--- config.mk ---
export PLATFORM = sky130hd
export DESIGN_NAME = slot_registry_allocator
export DESIGN_NICKNAME = d
export VERILOG_FILES = /design/src/hw/rtl/sra_pkg.sv /design/src/hw/rtl/sra_ram.sv /design/src/hw/rtl/sra_ctrl.sv /design/src/hw/rtl/sra_datapath.sv /design/src/hw/rtl/slot_registry_allocator.sv
export VERILOG_INCLUDE_DIRS = /design/src /design/src/hw/rtl
export SDC_FILE = /design/constraint.sdc
export NUM_CORES = 2
export LEC_CHECK = 0
export ABC_AREA = 0
export BUFFER_PORTS_ARGS = -buffer_cell sky130_fd_sc_hd__buf_2
export CAP_MARGIN = 20
export CORE_ASPECT_RATIO = 0.5
export CORE_MARGIN = 5
export CORE_UTILIZATION = 33
export CTS_CLUSTER_SIZE = 25
export DETAILED_ROUTE_END_ITERATION = 7
export SLEW_MARGIN = 20
export SYNTH_ARGS = -nofsm -noshare
export SYNTH_HDL_FRONTEND = slang
export SYNTH_HIERARCHICAL = 1
export SYNTH_SLANG_ARGS = --single-unit
--- constraint.sdc ---
create_clock -name clock -period 16.7 [get_ports clock]
set_clock_uncertainty 0.05 [all_clocks]
set_input_delay 0 -clock clock [delete_from_list [all_inputs] [get_ports clock]]
set_output_delay 0 -clock clock [all_outputs]
set_load 0.01 [all_outputs]
--- src/hw/rtl/slot_registry_allocator_defines.svh ---
// Assertion macros shared by the slot registry allocator RTL.
`ifndef SLOT_REGISTRY_ALLOCATOR_DEFINES_SVH
`define SLOT_REGISTRY_ALLOCATOR_DEFINES_SVH

// Same-cycle implication, disabled during reset
`define SRA_ASSERT_NOW(label, clk, rst, ante, cons) \
   label: assert property (@(posedge clk) disable iff (rst) (ante) |-> (cons)) \
      else $error("slot registry allocator: check failed");

// Next-cycle implication, disabled during reset
`define SRA_ASSERT_NEXT(label, clk, rst, ante, cons) \
   label: assert property (@(posedge clk) disable iff (rst) (ante) |=> (cons)) \
      else $error("slot registry allocator: check failed");

`endif

--- src/hw/rtl/sra_pkg.sv ---
// Types and constants shared by the slot registry allocator modules.
package sra_pkg;

   localparam int KIND_W        = 2;
   localparam int SLOT_INDEX_W  = 8;
   localparam int OBJECT_ID_W   = 64;
   localparam int STATUS_W      = 2;
   localparam int PLACED_W      = 6;
   localparam int REQ_TUSER_W   = 3;
   localparam int REQ_TDATA_W   = 72;
   localparam int RSP_TDATA_W   = 72;

   typedef enum logic [KIND_W-1:0] {
      KIND_REGISTER   = 2'd0,
      KIND_UNREGISTER = 2'd1,
      KIND_LOOKUP     = 2'd2
   } kind_type;

   typedef enum logic [STATUS_W-1:0] {
      STATUS_OK        = 2'd0,
      STATUS_OCCUPIED  = 2'd1,
      STATUS_RANGE     = 2'd2,
      STATUS_NOT_FOUND = 2'd3
   } status_type;

   typedef enum logic [0:0] {
      STATE_IDLE = 1'b0,
      STATE_EXEC = 1'b1
   } state_type;

   // Controller to datapath
   typedef struct packed {
      logic accept;
      logic commit;
   } cmd_type;

   // Datapath to controller
   typedef struct packed {
      logic out_free;
   } stat_type;

endpackage

--- src/hw/rtl/sra_ram.sv ---
// Generic single-write, single-read RAM with registered read data.
module sra_ram #(
   parameter int WIDTH = 64,
   parameter int DEPTH = 64
) (
   input  logic                     clock,
   input  logic                     wr_en,
   input  logic [$clog2(DEPTH)-1:0] wr_addr,
   input  logic [WIDTH-1:0]         wr_data,
   input  logic                     rd_en,
   input  logic [$clog2(DEPTH)-1:0] rd_addr,
   output logic [WIDTH-1:0]         rd_data
);

   logic [WIDTH-1:0] mem_ff [DEPTH];
   logic [WIDTH-1:0] rd_data_ff;

   // Write port
   always_ff @(posedge clock) begin
      if (wr_en) begin
         mem_ff[wr_addr] <= wr_data;
      end
   end

   // Registered read port, held while not enabled
   always_ff @(posedge clock) begin
      if (rd_en) begin
         rd_data_ff <= mem_ff[rd_addr];
      end
   end

   assign rd_data = rd_data_ff;

endmodule

--- src/hw/rtl/sra_ctrl.sv ---
// Controller state machine: takes a transaction, then commits it.
module sra_ctrl (
   input  logic                clock,
   input  logic                reset,
   input  logic                req_tvalid,
   output logic                req_tready,
   input  sra_pkg::stat_type   stat,
   output sra_pkg::cmd_type    cmd
);

   sra_pkg::state_type state_ff;
   sra_pkg::state_type state_in;

   // State register
   always_ff @(posedge clock) begin
      if (reset) begin
         state_ff <= sra_pkg::STATE_IDLE;
      end else begin
         state_ff <= state_in;
      end
   end

   // Next state and commands
   always_comb begin
      state_in   = state_ff;
      req_tready = 1'b0;
      cmd        = '0;
      case (state_ff)
         sra_pkg::STATE_IDLE: begin
            req_tready = 1'b1;
            if (req_tvalid) begin
               cmd.accept = 1'b1;
               state_in   = sra_pkg::STATE_EXEC;
            end
         end
         sra_pkg::STATE_EXEC: begin
            // Wait until the result register can take the outcome
            if (stat.out_free) begin
               cmd.commit = 1'b1;
               state_in   = sra_pkg::STATE_IDLE;
            end
         end
         default: begin
            state_in = sra_pkg::STATE_IDLE;
         end
      endcase
   end

endmodule

--- src/hw/rtl/sra_datapath.sv ---
// Datapath: request register, valid bits, free search, pointer, id RAM, result register.
`include "slot_registry_allocator_defines.svh"

module sra_datapath #(
   parameter int SLOTS = 64
) (
   input  logic                                clock,
   input  logic                                reset,
   input  sra_pkg::cmd_type                    cmd,
   output sra_pkg::stat_type                   stat,
   input  logic [sra_pkg::KIND_W-1:0]          in_kind,
   input  logic                                in_auto_place,
   input  logic [sra_pkg::SLOT_INDEX_W-1:0]    in_slot_index,
   input  logic [sra_pkg::OBJECT_ID_W-1:0]     in_object_id,
   output logic                                rsp_tvalid,
   input  logic                                rsp_tready,
   output logic [sra_pkg::STATUS_W-1:0]        out_status,
   output logic [sra_pkg::PLACED_W-1:0]        out_placed_index,
   output logic [sra_pkg::OBJECT_ID_W-1:0]     out_found_id
);

   localparam int IDX_W = $clog2(SLOTS);
   localparam int PTR_W = $clog2(SLOTS + 1);

   // Held request
   logic [sra_pkg::KIND_W-1:0]       kind_ff;
   logic                             auto_ff;
   logic [sra_pkg::SLOT_INDEX_W-1:0] slot_ff;
   logic [sra_pkg::OBJECT_ID_W-1:0]  obj_ff;

   // Table state
   logic [SLOTS-1:0] valid_ff;
   logic [SLOTS-1:0] valid_in;
   logic [PTR_W-1:0] ptr_ff;
   logic [PTR_W-1:0] ptr_in;

   // Result register
   logic                             rsp_valid_ff;
   logic                             rsp_valid_in;
   logic [sra_pkg::STATUS_W-1:0]     status_ff;
   logic [sra_pkg::PLACED_W-1:0]     placed_ff;
   logic [sra_pkg::OBJECT_ID_W-1:0]  found_ff;

   // Decision signals
   logic [IDX_W-1:0]                 req_idx;
   logic                             in_range;
   logic [SLOTS-1:0]                 cand;
   logic [SLOTS-1:0]                 lowest;
   logic                             any_free;
   logic [IDX_W-1:0]                 free_idx;
   logic                             wr_en;
   logic [IDX_W-1:0]                 wr_idx;
   logic                             clr_en;
   logic                             ptr_en;
   logic [PTR_W-1:0]                 ptr_new;
   sra_pkg::status_type              status_c;
   logic [sra_pkg::PLACED_W-1:0]     placed_c;
   logic [sra_pkg::OBJECT_ID_W-1:0]  found_c;
   logic [sra_pkg::OBJECT_ID_W-1:0]  rd_data;
   logic [IDX_W-1:0]                 rd_addr;

   // Capture the request on acceptance
   always_ff @(posedge clock) begin
      if (cmd.accept) begin
         kind_ff <= in_kind;
         auto_ff <= in_auto_place;
         slot_ff <= in_slot_index;
         obj_ff  <= in_object_id;
      end
   end

   // Read the id entry as the transaction is taken
   assign rd_addr = IDX_W'(in_slot_index);

   // Write the id entry only when the held transaction commits
   sra_ram #(
      .WIDTH (sra_pkg::OBJECT_ID_W),
      .DEPTH (SLOTS)
   ) u_id_ram (
      .clock   (clock),
      .wr_en   (wr_en & cmd.commit),
      .wr_addr (wr_idx),
      .wr_data (obj_ff),
      .rd_en   (cmd.accept),
      .rd_addr (rd_addr),
      .rd_data (rd_data)
   );

   assign req_idx  = IDX_W'(slot_ff);
   assign in_range = 32'(slot_ff) < 32'(SLOTS);

   // Free slots at or after the pointer
   always_comb begin
      for (int i = 0; i < SLOTS; i++) begin
         cand[i] = ~valid_ff[i] & (PTR_W'(i) >= ptr_ff);
      end
   end

   // Isolate the lowest candidate and encode it
   assign lowest   = cand & (~cand + SLOTS'(1));
   assign any_free = |cand;

   always_comb begin
      free_idx = '0;
      for (int i = 0; i < SLOTS; i++) begin
         if (lowest[i]) begin
            free_idx = free_idx | IDX_W'(i);
         end
      end
   end

   // Decide the outcome of the held request
   always_comb begin
      status_c = sra_pkg::STATUS_RANGE;
      placed_c = '0;
      found_c  = '0;
      wr_en    = 1'b0;
      wr_idx   = req_idx;
      clr_en   = 1'b0;
      ptr_en   = 1'b0;
      ptr_new  = PTR_W'(SLOTS);
      case (sra_pkg::kind_type'(kind_ff))
         sra_pkg::KIND_REGISTER: begin
            if (auto_ff) begin
               ptr_en = 1'b1;
               if (any_free) begin
                  status_c = sra_pkg::STATUS_OK;
                  wr_en    = 1'b1;
                  wr_idx   = free_idx;
                  placed_c = sra_pkg::PLACED_W'(free_idx);
                  ptr_new  = PTR_W'(free_idx) + PTR_W'(1);
               end
            end else if (in_range) begin
               if (valid_ff[req_idx]) begin
                  status_c = sra_pkg::STATUS_OCCUPIED;
               end else begin
                  status_c = sra_pkg::STATUS_OK;
                  wr_en    = 1'b1;
                  placed_c = sra_pkg::PLACED_W'(req_idx);
               end
            end
         end
         sra_pkg::KIND_UNREGISTER: begin
            if (in_range) begin
               if (valid_ff[req_idx]) begin
                  status_c = sra_pkg::STATUS_OK;
                  clr_en   = 1'b1;
               end else begin
                  status_c = sra_pkg::STATUS_NOT_FOUND;
               end
            end
         end
         sra_pkg::KIND_LOOKUP: begin
            if (in_range) begin
               if (valid_ff[req_idx]) begin
                  status_c = sra_pkg::STATUS_OK;
                  found_c  = rd_data;
               end else begin
                  status_c = sra_pkg::STATUS_NOT_FOUND;
               end
            end
         end
         default: begin
            status_c = sra_pkg::STATUS_RANGE;
         end
      endcase
   end

   // Next valid bits and pointer
   always_comb begin
      valid_in = valid_ff;
      ptr_in   = ptr_ff;
      if (cmd.commit) begin
         if (wr_en) begin
            valid_in[wr_idx] = 1'b1;
         end
         if (clr_en) begin
            valid_in[req_idx] = 1'b0;
         end
         if (ptr_en) begin
            ptr_in = ptr_new;
         end
      end
   end

   always_ff @(posedge clock) begin
      if (reset) begin
         valid_ff <= '0;
         ptr_ff   <= '0;
      end else begin
         valid_ff <= valid_in;
         ptr_ff   <= ptr_in;
      end
   end

   // Result register: load on commit, drop once taken
   assign rsp_valid_in = cmd.commit | (rsp_valid_ff & ~rsp_tready);

   always_ff @(posedge clock) begin
      if (reset) begin
         rsp_valid_ff <= 1'b0;
      end else begin
         rsp_valid_ff <= rsp_valid_in;
      end
   end

   always_ff @(posedge clock) begin
      if (cmd.commit) begin
         status_ff <= status_c;
         placed_ff <= placed_c;
         found_ff  <= found_c;
      end
   end

   assign stat.out_free    = ~rsp_valid_ff | rsp_tready;
   assign rsp_tvalid       = rsp_valid_ff;
   assign out_status       = status_ff;
   assign out_placed_index = placed_ff;
   assign out_found_id     = found_ff;

   // Checks
   `SRA_ASSERT_NOW(a_ptr_bound, clock, reset, 1'b1, ptr_ff <= PTR_W'(SLOTS))
   `SRA_ASSERT_NOW(a_ptr_forward, clock, reset, !$past(reset), ptr_ff >= $past(ptr_ff))
   `SRA_ASSERT_NEXT(a_commit_shows, clock, reset, cmd.commit, rsp_valid_ff)
   `SRA_ASSERT_NEXT(a_write_marks, clock, reset, cmd.commit && wr_en, valid_ff[$past(wr_idx)])

endmodule

--- src/hw/rtl/slot_registry_allocator.sv ---
// Slot registry allocator: takes one transaction at a time and commits it before the next.
// A request is taken in IDLE and committed in EXEC, where commit waits while the previous
// result still waits on rsp_tready; its result is then shown from the result register.
// No new request is taken until it commits. Each request reads the id RAM on take and writes
// it at most once, on commit. Reset clears valid bits and the scan pointer, not the id RAM.
module slot_registry_allocator #(
   parameter int SLOTS = 64
) (
   input  logic                            clock,
   input  logic                            reset,
   input  logic                            req_tvalid,
   output logic                            req_tready,
   // [7:0] slot_index, [71:8] object_id
   input  logic [sra_pkg::REQ_TDATA_W-1:0] req_tdata,
   // [1:0] kind, [2] auto_place
   input  logic [sra_pkg::REQ_TUSER_W-1:0] req_tuser,
   output logic                            rsp_tvalid,
   input  logic                            rsp_tready,
   // [1:0] status, [7:2] placed_index, [71:8] found_id
   output logic [sra_pkg::RSP_TDATA_W-1:0] rsp_tdata
);

   sra_pkg::cmd_type  cmd;
   sra_pkg::stat_type stat;

   logic [sra_pkg::STATUS_W-1:0]    status;
   logic [sra_pkg::PLACED_W-1:0]    placed_index;
   logic [sra_pkg::OBJECT_ID_W-1:0] found_id;

   sra_ctrl u_ctrl (
      .clock      (clock),
      .reset      (reset),
      .req_tvalid (req_tvalid),
      .req_tready (req_tready),
      .stat       (stat),
      .cmd        (cmd)
   );

   sra_datapath #(
      .SLOTS (SLOTS)
   ) u_datapath (
      .clock            (clock),
      .reset            (reset),
      .cmd              (cmd),
      .stat             (stat),
      .in_kind          (req_tuser[1:0]),
      .in_auto_place    (req_tuser[2]),
      .in_slot_index    (req_tdata[7:0]),
      .in_object_id     (req_tdata[71:8]),
      .rsp_tvalid       (rsp_tvalid),
      .rsp_tready       (rsp_tready),
      .out_status       (status),
      .out_placed_index (placed_index),
      .out_found_id     (found_id)
   );

   assign rsp_tdata = {found_id, placed_index, status};

endmodule

Word-level counts from Yosys, hierarchy flattened
Memories as Yosys holds them, arrays and structs flattened. A register that Yosys moved wholly into a read port is not among the register bits.
Index checks and enable logic that the tools add are counted.
Widths: inputs -> output; s select.
{"block": "classes", "shifts": 0, "eq_ne": 5, "n_addsub": 2, "magnitude_cmp": 69, "div": 0, "n_mux": 161, "n_bitwise": 140, "reduce_logical": 6, "mul": 0}
{"cell": "$mux 64", "n": 9}
{"cell": "$mux 6", "n": 50}
{"cell": "$ge 6x7->1 const A", "n": 32}
{"cell": "$and 64x64->64", "n": 2}
{"cell": "$not 64->64", "n": 2}
{"cell": "$ge 5x7->1 const A", "n": 16}
{"cell": "$mux 5", "n": 16}
{"cell": "$not 1->1", "n": 67}
{"cell": "$and 1x1->1", "n": 66}
{"cell": "$add 64x1->64 const B", "n": 1}
{"cell": "$or 64x64->64", "n": 1}
{"cell": "$reduce_or 64->1", "n": 1}
{"cell": "$ge 4x7->1 const A", "n": 8}
{"cell": "$mux 7", "n": 8}
{"cell": "$mux 2", "n": 21}
{"cell": "$mux 1", "n": 40}
{"cell": "$mux 4", "n": 8}
{"cell": "$ge 3x7->1 const A", "n": 4}
{"cell": "$ge 1x7->1 const A", "n": 2}
{"cell": "$ge 2x7->1 const A", "n": 2}
{"cell": "$lt 6x7->1 const B", "n": 2}
{"cell": "$demux 1 s6", "n": 2}
{"cell": "$ge 6x1->1 const B", "n": 2}
{"cell": "$mux 3", "n": 4}
{"cell": "13 further kinds", "n": 17}
{"block": "totals", "word_cells": 395, "latch_bits": 0, "mem_count": 1, "ff_bits": 220, "output_inout_bits": 74, "rom_bits": 0, "ramBits": 4096, "inputBits": 79}
{"memory": "u_datapath.u_id_ram.mem_ff", "words": 64, "word_bits": 64, "read_ports": 1, "rd_clocked_by_memory_dff": 1, "wr": 1, "line": "sra_ram.sv:15", "text": "logic [WIDTH-1:0] mem_ff [DEPTH];"}

Longest topological paths before layout
{"block": "depth", "depth_word": 84, "depth_mapped": 20, "ltp_nobuf": 13}

Cells and area by module
The synthesis kept the hierarchy.
{"module": "sra_ram", "seq_area_each_um2": 124919.8, "area_per_inst_um2": 156989.3, "cells_per_inst": 6598, "instances": 1}
{"module": "sra_datapath", "seq_area_each_um2": 5855.6, "area_per_inst_um2": 12334.3, "cells_per_inst": 1266, "instances": 1}
{"module": "sra_ctrl", "seq_area_each_um2": 20.0, "area_per_inst_um2": 55.1, "cells_per_inst": 6, "instances": 1}

Worst setup path before layout
No wires, ideal clock.
{"block": "synth_path", "path_kind": "register to register", "from": "reg u_datapath.ptr_ff[1]", "to": "mem u_datapath.u_id_ram.mem_ff[49][0], enable pin", "t_arrival_ns": 7.974, "path_buffers": 3, "required_ns": 16.086, "path_stages_with_launch": 15, "setup_slack_ns": 8.112, "synth_period_minus_slack_ns": 8.588, "cell_sequence": "dfxtp_1 -> buf_6 -> a21o_1 -> a311oi_2 -> or3_1 -> or3_1 -> or4b_1 -> o311ai_2 -> buf_2 -> nand2_1 -> o21ai_2 -> buf_2 -> nor2b_1 -> nand4_1 -> nor3_1"}
{"block": "synth_via", "word_cells_on_any_way": 210}
{"item": "from (decl)", "line": "sra_datapath.sv:34", "text": "logic [PTR_W-1:0] ptr_ff;"}
{"item": "from (signal assigned)", "line": "sra_datapath.sv:192", "text": "ptr_ff <= ptr_in;"}
{"item": "$ge 1x7->1, or another cell as far along", "line": "sra_datapath.sv:95", "text": "cand[i] = ~valid_ff[i] & (PTR_W'(i) >= ptr_ff);"}
{"item": "$and 1x1->1", "line": "sra_datapath.sv:95"}
{"item": "$not 64->64", "line": "sra_datapath.sv:100", "text": "assign lowest = cand & (~cand + SLOTS'(1));"}
{"item": "$add 64x1->64", "line": "sra_datapath.sv:100"}
{"item": "$and 64x64->64", "line": "sra_datapath.sv:100"}
{"item": "$mux 5 (16 in series)", "line": "sra_datapath.sv:106", "text": "if (lowest[i]) begin"}
{"item": "$mux 6 (32 in series)", "line": "sra_datapath.sv:106"}
{"item": "$mux 6 (*)", "line": "sra_datapath.sv:126", "text": "if (any_free) begin"}
{"item": "$mux 6 (*)", "line": "sra_datapath.sv:124", "text": "if (auto_ff) begin"}
{"item": "$mux 6 (*)", "line": "sra_datapath.sv:122", "text": "case (sra_pkg::kind_type'(kind_ff))"}
{"item": "$mux 6 (*)", "line": "sra_datapath.sv:124"}
{"item": "$mux 6 (*) (2 in series)", "line": "sra_datapath.sv:122"}
{"item": "via u_datapath.wr_idx[4]", "line": "sra_datapath.sv:52", "text": "logic [IDX_W-1:0] wr_idx;"}
{"item": "to (decl)", "line": "sra_ram.sv:15"}
The timed path passes the listed nets; every way through them passes the cells marked *. The select of a mux whose other input is x is not followed.

Worst setup path in the final report
{"block": "layout_path", "from": "reg u_datapath.ptr_ff[2]", "to": "mem u_datapath.u_id_ram.mem_ff[31][35], enable pin"}
{"block": "layout_via", "elab_chain_cells": 74, "word_cells_on_any_way": 210}
{"item": "$ge 1x7->1", "line": "sra_datapath.sv:95"}
{"item": "$and 1x1->1", "line": "sra_datapath.sv:95"}
{"item": "$not 64->64", "line": "sra_datapath.sv:100"}
{"item": "$add 64x1->64", "line": "sra_datapath.sv:100"}
{"item": "$and 64x64->64", "line": "sra_datapath.sv:100"}
{"item": "$mux 1", "line": "sra_datapath.sv:106"}
{"item": "$mux 2 (2 in series)", "line": "sra_datapath.sv:106"}
{"item": "$mux 3 (4 in series)", "line": "sra_datapath.sv:106"}
{"item": "$mux 4 (8 in series)", "line": "sra_datapath.sv:106"}
{"item": "$mux 5 (16 in series)", "line": "sra_datapath.sv:106"}
{"item": "$mux 6 (32 in series)", "line": "sra_datapath.sv:106"}
{"item": "$mux 6", "line": "sra_datapath.sv:126"}
{"item": "$mux 6", "line": "sra_datapath.sv:124"}
{"item": "$mux 6", "line": "sra_datapath.sv:122"}
{"item": "$mux 6", "line": "sra_datapath.sv:124"}
{"item": "$mux 6 (2 in series)", "line": "sra_datapath.sv:122"}
Parallel ways exist; a longest one is shown, timed or not. The select of a mux whose other input is x is not followed.

==> impl_metrics.csv <==
group,metric,value,unit
setup_path,start_kind,"flop",
yosys,yosys-top-cells-area,"edfxtp_1, mux4_2, mux2i_1, dfxtp_1, a22oi_1",
route,drtIter0Drc,12577,
clock_network,cts_resized,0,
grt,grt_pass1_vias,84744,
min_path,min_from,"req_tdata[2]",
min_path,holdPathEnd,"u_datapath/slot_ff[2]",
sta,slew_viol_final,0,
finish,fin_util,0.378,
sta,tns,0,ns
placement,finalWeightedCongestion,0.868,
yosys,synth-seq-cells,4380,
setup_path,required,17.18,ns
route,vias,87282,
clock_network,insertion_delay,0.93,ns
setup_path,r2r-end,"u_datapath/u_id_ram/mem_ff[31][35]",
sta,finalCriticalPeriod,8.36,ns
floorplanning,core,512000,um^2
pwr,switching_power,4.85,mW
sta,max_freq,0.120,GHz
yosys,synth_area_leader_cell,"edfxtp_1",
finish,layout.nets,8501,
min_path,hold_class,"input port to flop",
finish,final_cell_mix,"edfxtp_1, mux4_2, clkbuf_16, buf_4, a22oi_1",
floorplanning,die_w,1020,um
pwr,power.density,116,nW/um^2
yosys,synth_edf_count,4307,
pwr,power_leakage,59.9,nW
clock_network,cts_hold_buf,151,
route,post_drt_wl_per_cell,31.1,um
route,ant_nets,0,
placement,hpwl,287000,um
route,drt_first_pass_iters,5,
route,drcViolationCount,0,
pwr,internal-power,17.6,mW
yosys,syn_area,169000,um^2
setup_path,crit_type,"flop to flop",
finish,area_growth,14.5,%
clock_network,cts_made_buffers,423,
yosys,synth_top_family_by_area,"multiplexers",
setup_path,slowest_stage,"nor2_4",
clock_network,cts_root_buffer,"clkbuf_16",
setup_path,reg2reg_from,"u_datapath/ptr_ff[2]",
setup_path,cp_num_buf_inv,4,
sta,report.final.hold_viol_count,0,
yosys,synth.area.mux_share,0.146,
pwr,p_comb_frac,0.054,
yosys,synthAdderAreaFrac,0.000369,
placement,placed_area,179000,um^2
yosys,synth_top_cell_area_share,0.764,
yosys,syn_inst,7870,
outcome,status,"finished, final reports clean",
yosys,synth_cell_types,105,
setup_path,worst-path-max-fanout,43,
floorplanning,rows,186,
grt,grt_max_degree,108,
grt,grt.overflow.total,0,
yosys,synth_compound_area_frac,0.0398,
yosys,synth_nets,7954,
yosys,avgSynthCellArea,21.5,um^2
finish,final_common_cell,"edfxtp_1",
setup_path,regToRegSetupSlack,8.34,ns
setup_path,cp-end-kind,"flop",
floorplanning,die-area,529000,um^2
pwr,clock_power_share,0.404,
route,viasPerCell,5.59,
setup_path,path_delay_family,"simple AND/OR/NAND/NOR gates",
yosys,synthXorXnorAreaFrac,0.000155,
clock_network,clock_path_buffers,4,
clock_network,clock-sinks,4380,
yosys,ys_warn_count,6,
grt,antenna_found_initial,34,
yosys,yosys_most_used_dff,"edfxtp_1",
clock_network,cts_tree,"built",
sta,max-slew-margin-rel,0.134,
clock_network,cts_setup_buffers,0,
sta,setup_viol,0,
grt,grtUsageTotal,0.178,
setup_path,crit_arrival,8.84,ns
setup_path,crit_cells,14,
setup_path,rr_worst_depth,14,
pwr,switching_share,0.216,
pwr,vdd_ir_drop_max,0.0000829,V
yosys,synthSimpleGateAreaFrac,0.0276,
clock_network,htreeDepth,5,
sta,tightest_slew,1.29,ns
setup_path,cpPeakStageDelay,1.23,ns
grt,grt_pass1_wl,677000,um
run,drv_cap,0,
placement,portBuffers,152,
floorplanning,die_h,517,um
finish,drive_gt1_frac,0.253,
floorplanning,io_pins,153,
floorplanning,initial_utilization,0.331,
setup_path,path_cells,"buf_4, a21o_1, a311oi_2, or3_1, or3_1, or4b_1, o311ai_4, or3_1, o31ai_4, buf_4, inv_2, nand4_1, nor2_4, buf_4",
route,wl,486000,um
yosys,ys_seq_area_frac,0.772,
yosys,synthArstFlopShare,0,
sta,rsz0062_at_grt,"false",
clock_network,clk_pin_slew,0.06,ns
min_path,whs_path_depth,2,
finish,design_area,194000,um^2
pwr,seq_power_share,0.542,
sta,period_share,0.501,
[power groups by stage]
| stage | sequential [mW] | clock, mW | combinational [mW] |
|---|---|---|---|
| final | 12.2 | 9.07 | 1.21 |
| after global routing | 12.2 | 9.71 | 1.27 |
| after CTS | 12.2 | 9.22 | 1.21 |
| after detailed placement | 12.4 | 0 | 1.18 |
| after global placement | 12.4 | 0 | 1.17 |
| after floorplan | 12.5 | 0 | 0.564 |
[cell families after synthesis]
logic type | Yosys count
xor gates and xnor gates | 3
AOI/OAI and AO/OA | 905
muxes | 1179
and+or+nand+nor | 881
adders and majority gates | 5
DFF | 4380
buffers and inverters | 517
[metal layers]
metal / global-route usage / part of all wire
met4: 0.0434 / 0.027
met3: 0.0447 / 0.12
met2: 0.270 / 0.45
met5: 0 / 0.000047
met1: 0.260 / 0.41
[stage by stage]
step	std cells	setup WS [ns]	hold WS, ns	power (mW)
floorplan	7870	8.11	0.0197	13.1
global placement	14693	8.05	0.126	13.6
detailed placement	14700	8.20	0.128	13.6
CTS	15603	8.21	0.0842	22.6
global route	15608	8.09	0.116	23.1
finish	15615	8.34	0.104	22.5
[sequential cells by signal, indices dropped and copies added, names as in the netlist, 2 cells and up]
register and flops:
u_datapath/kind_ff 2, u_datapath/obj_ff 64, u_datapath/out_found_id 64, u_datapath/out_placed_index 6, u_datapath/out_status 2, u_datapath/ptr_ff 7
u_datapath/slot_ff 8, u_datapath/u_id_ram/mem_ff 4096, u_datapath/u_id_ram/rd_data 64, u_datapath/valid_ff 64
[worst max-delay path by stage]
stage	startpoint	end
4_1_cts	u_datapath/ptr_ff[2]	u_datapath/u_id_ram/mem_ff[31][38]
3_3_place_gp	u_datapath/ptr_ff[2]	u_datapath/u_id_ram/mem_ff[63][58]
5_1_grt	u_datapath/ptr_ff[1]	u_datapath/u_id_ram/mem_ff[31][51]
6_report	u_datapath/ptr_ff[2]	u_datapath/u_id_ram/mem_ff[31][35]
3_5_place_dp	u_datapath/ptr_ff[2]	u_datapath/u_id_ram/mem_ff[31][51]
2_1_floorplan	u_datapath/ptr_ff[1]	u_datapath/u_id_ram/mem_ff[49][0]
[cell type report]
class / count / area (um^2)
fillers: 45849 / 319000
multi-input cells: 2973 / 36800
diodes: 9 / 22.5
clock buffers: 534 / 11200
flip-flops and latches: 4380 / 131000
clock inverters: 218 / 1720
repair buffers: 588 / 4650
inverters: 51 / 191
well taps: 6862 / 8590
[synth_stat cells (19+ instances only)]
| master | instances |
|---|---|
| a211oi_1 | 94 |
| a21oi_1 | 89 |
| a22o_1 | 95 |
| a22oi_1 | 175 |
| a2bb2oi_1 | 20 |
| a31oi_1 | 42 |
| a41oi_1 | 38 |
| and3_1 | 150 |
| buf_1 | 24 |
| buf_2 | 201 |
| buf_4 | 35 |
| clkbuf_1 | 191 |
| dfxtp_1 | 73 |
| edfxtp_1 | 4307 |
| inv_1 | 49 |
| mux2i_1 | 148 |
| mux4_2 | 1026 |
| nand2_1 | 173 |
| nand2b_1 | 21 |
| nand3_1 | 98 |
| nand4_1 | 26 |
| nor2_1 | 162 |
| nor2b_1 | 40 |
| nor3_1 | 34 |
| nor4_1 | 19 |
| o21ai_0 | 61 |
| o221ai_1 | 40 |
| o22ai_1 | 87 |
| o31ai_1 | 20 |
| or2_2 | 34 |
| or3_1 | 53 |
(Power assumes the default switching activity.)
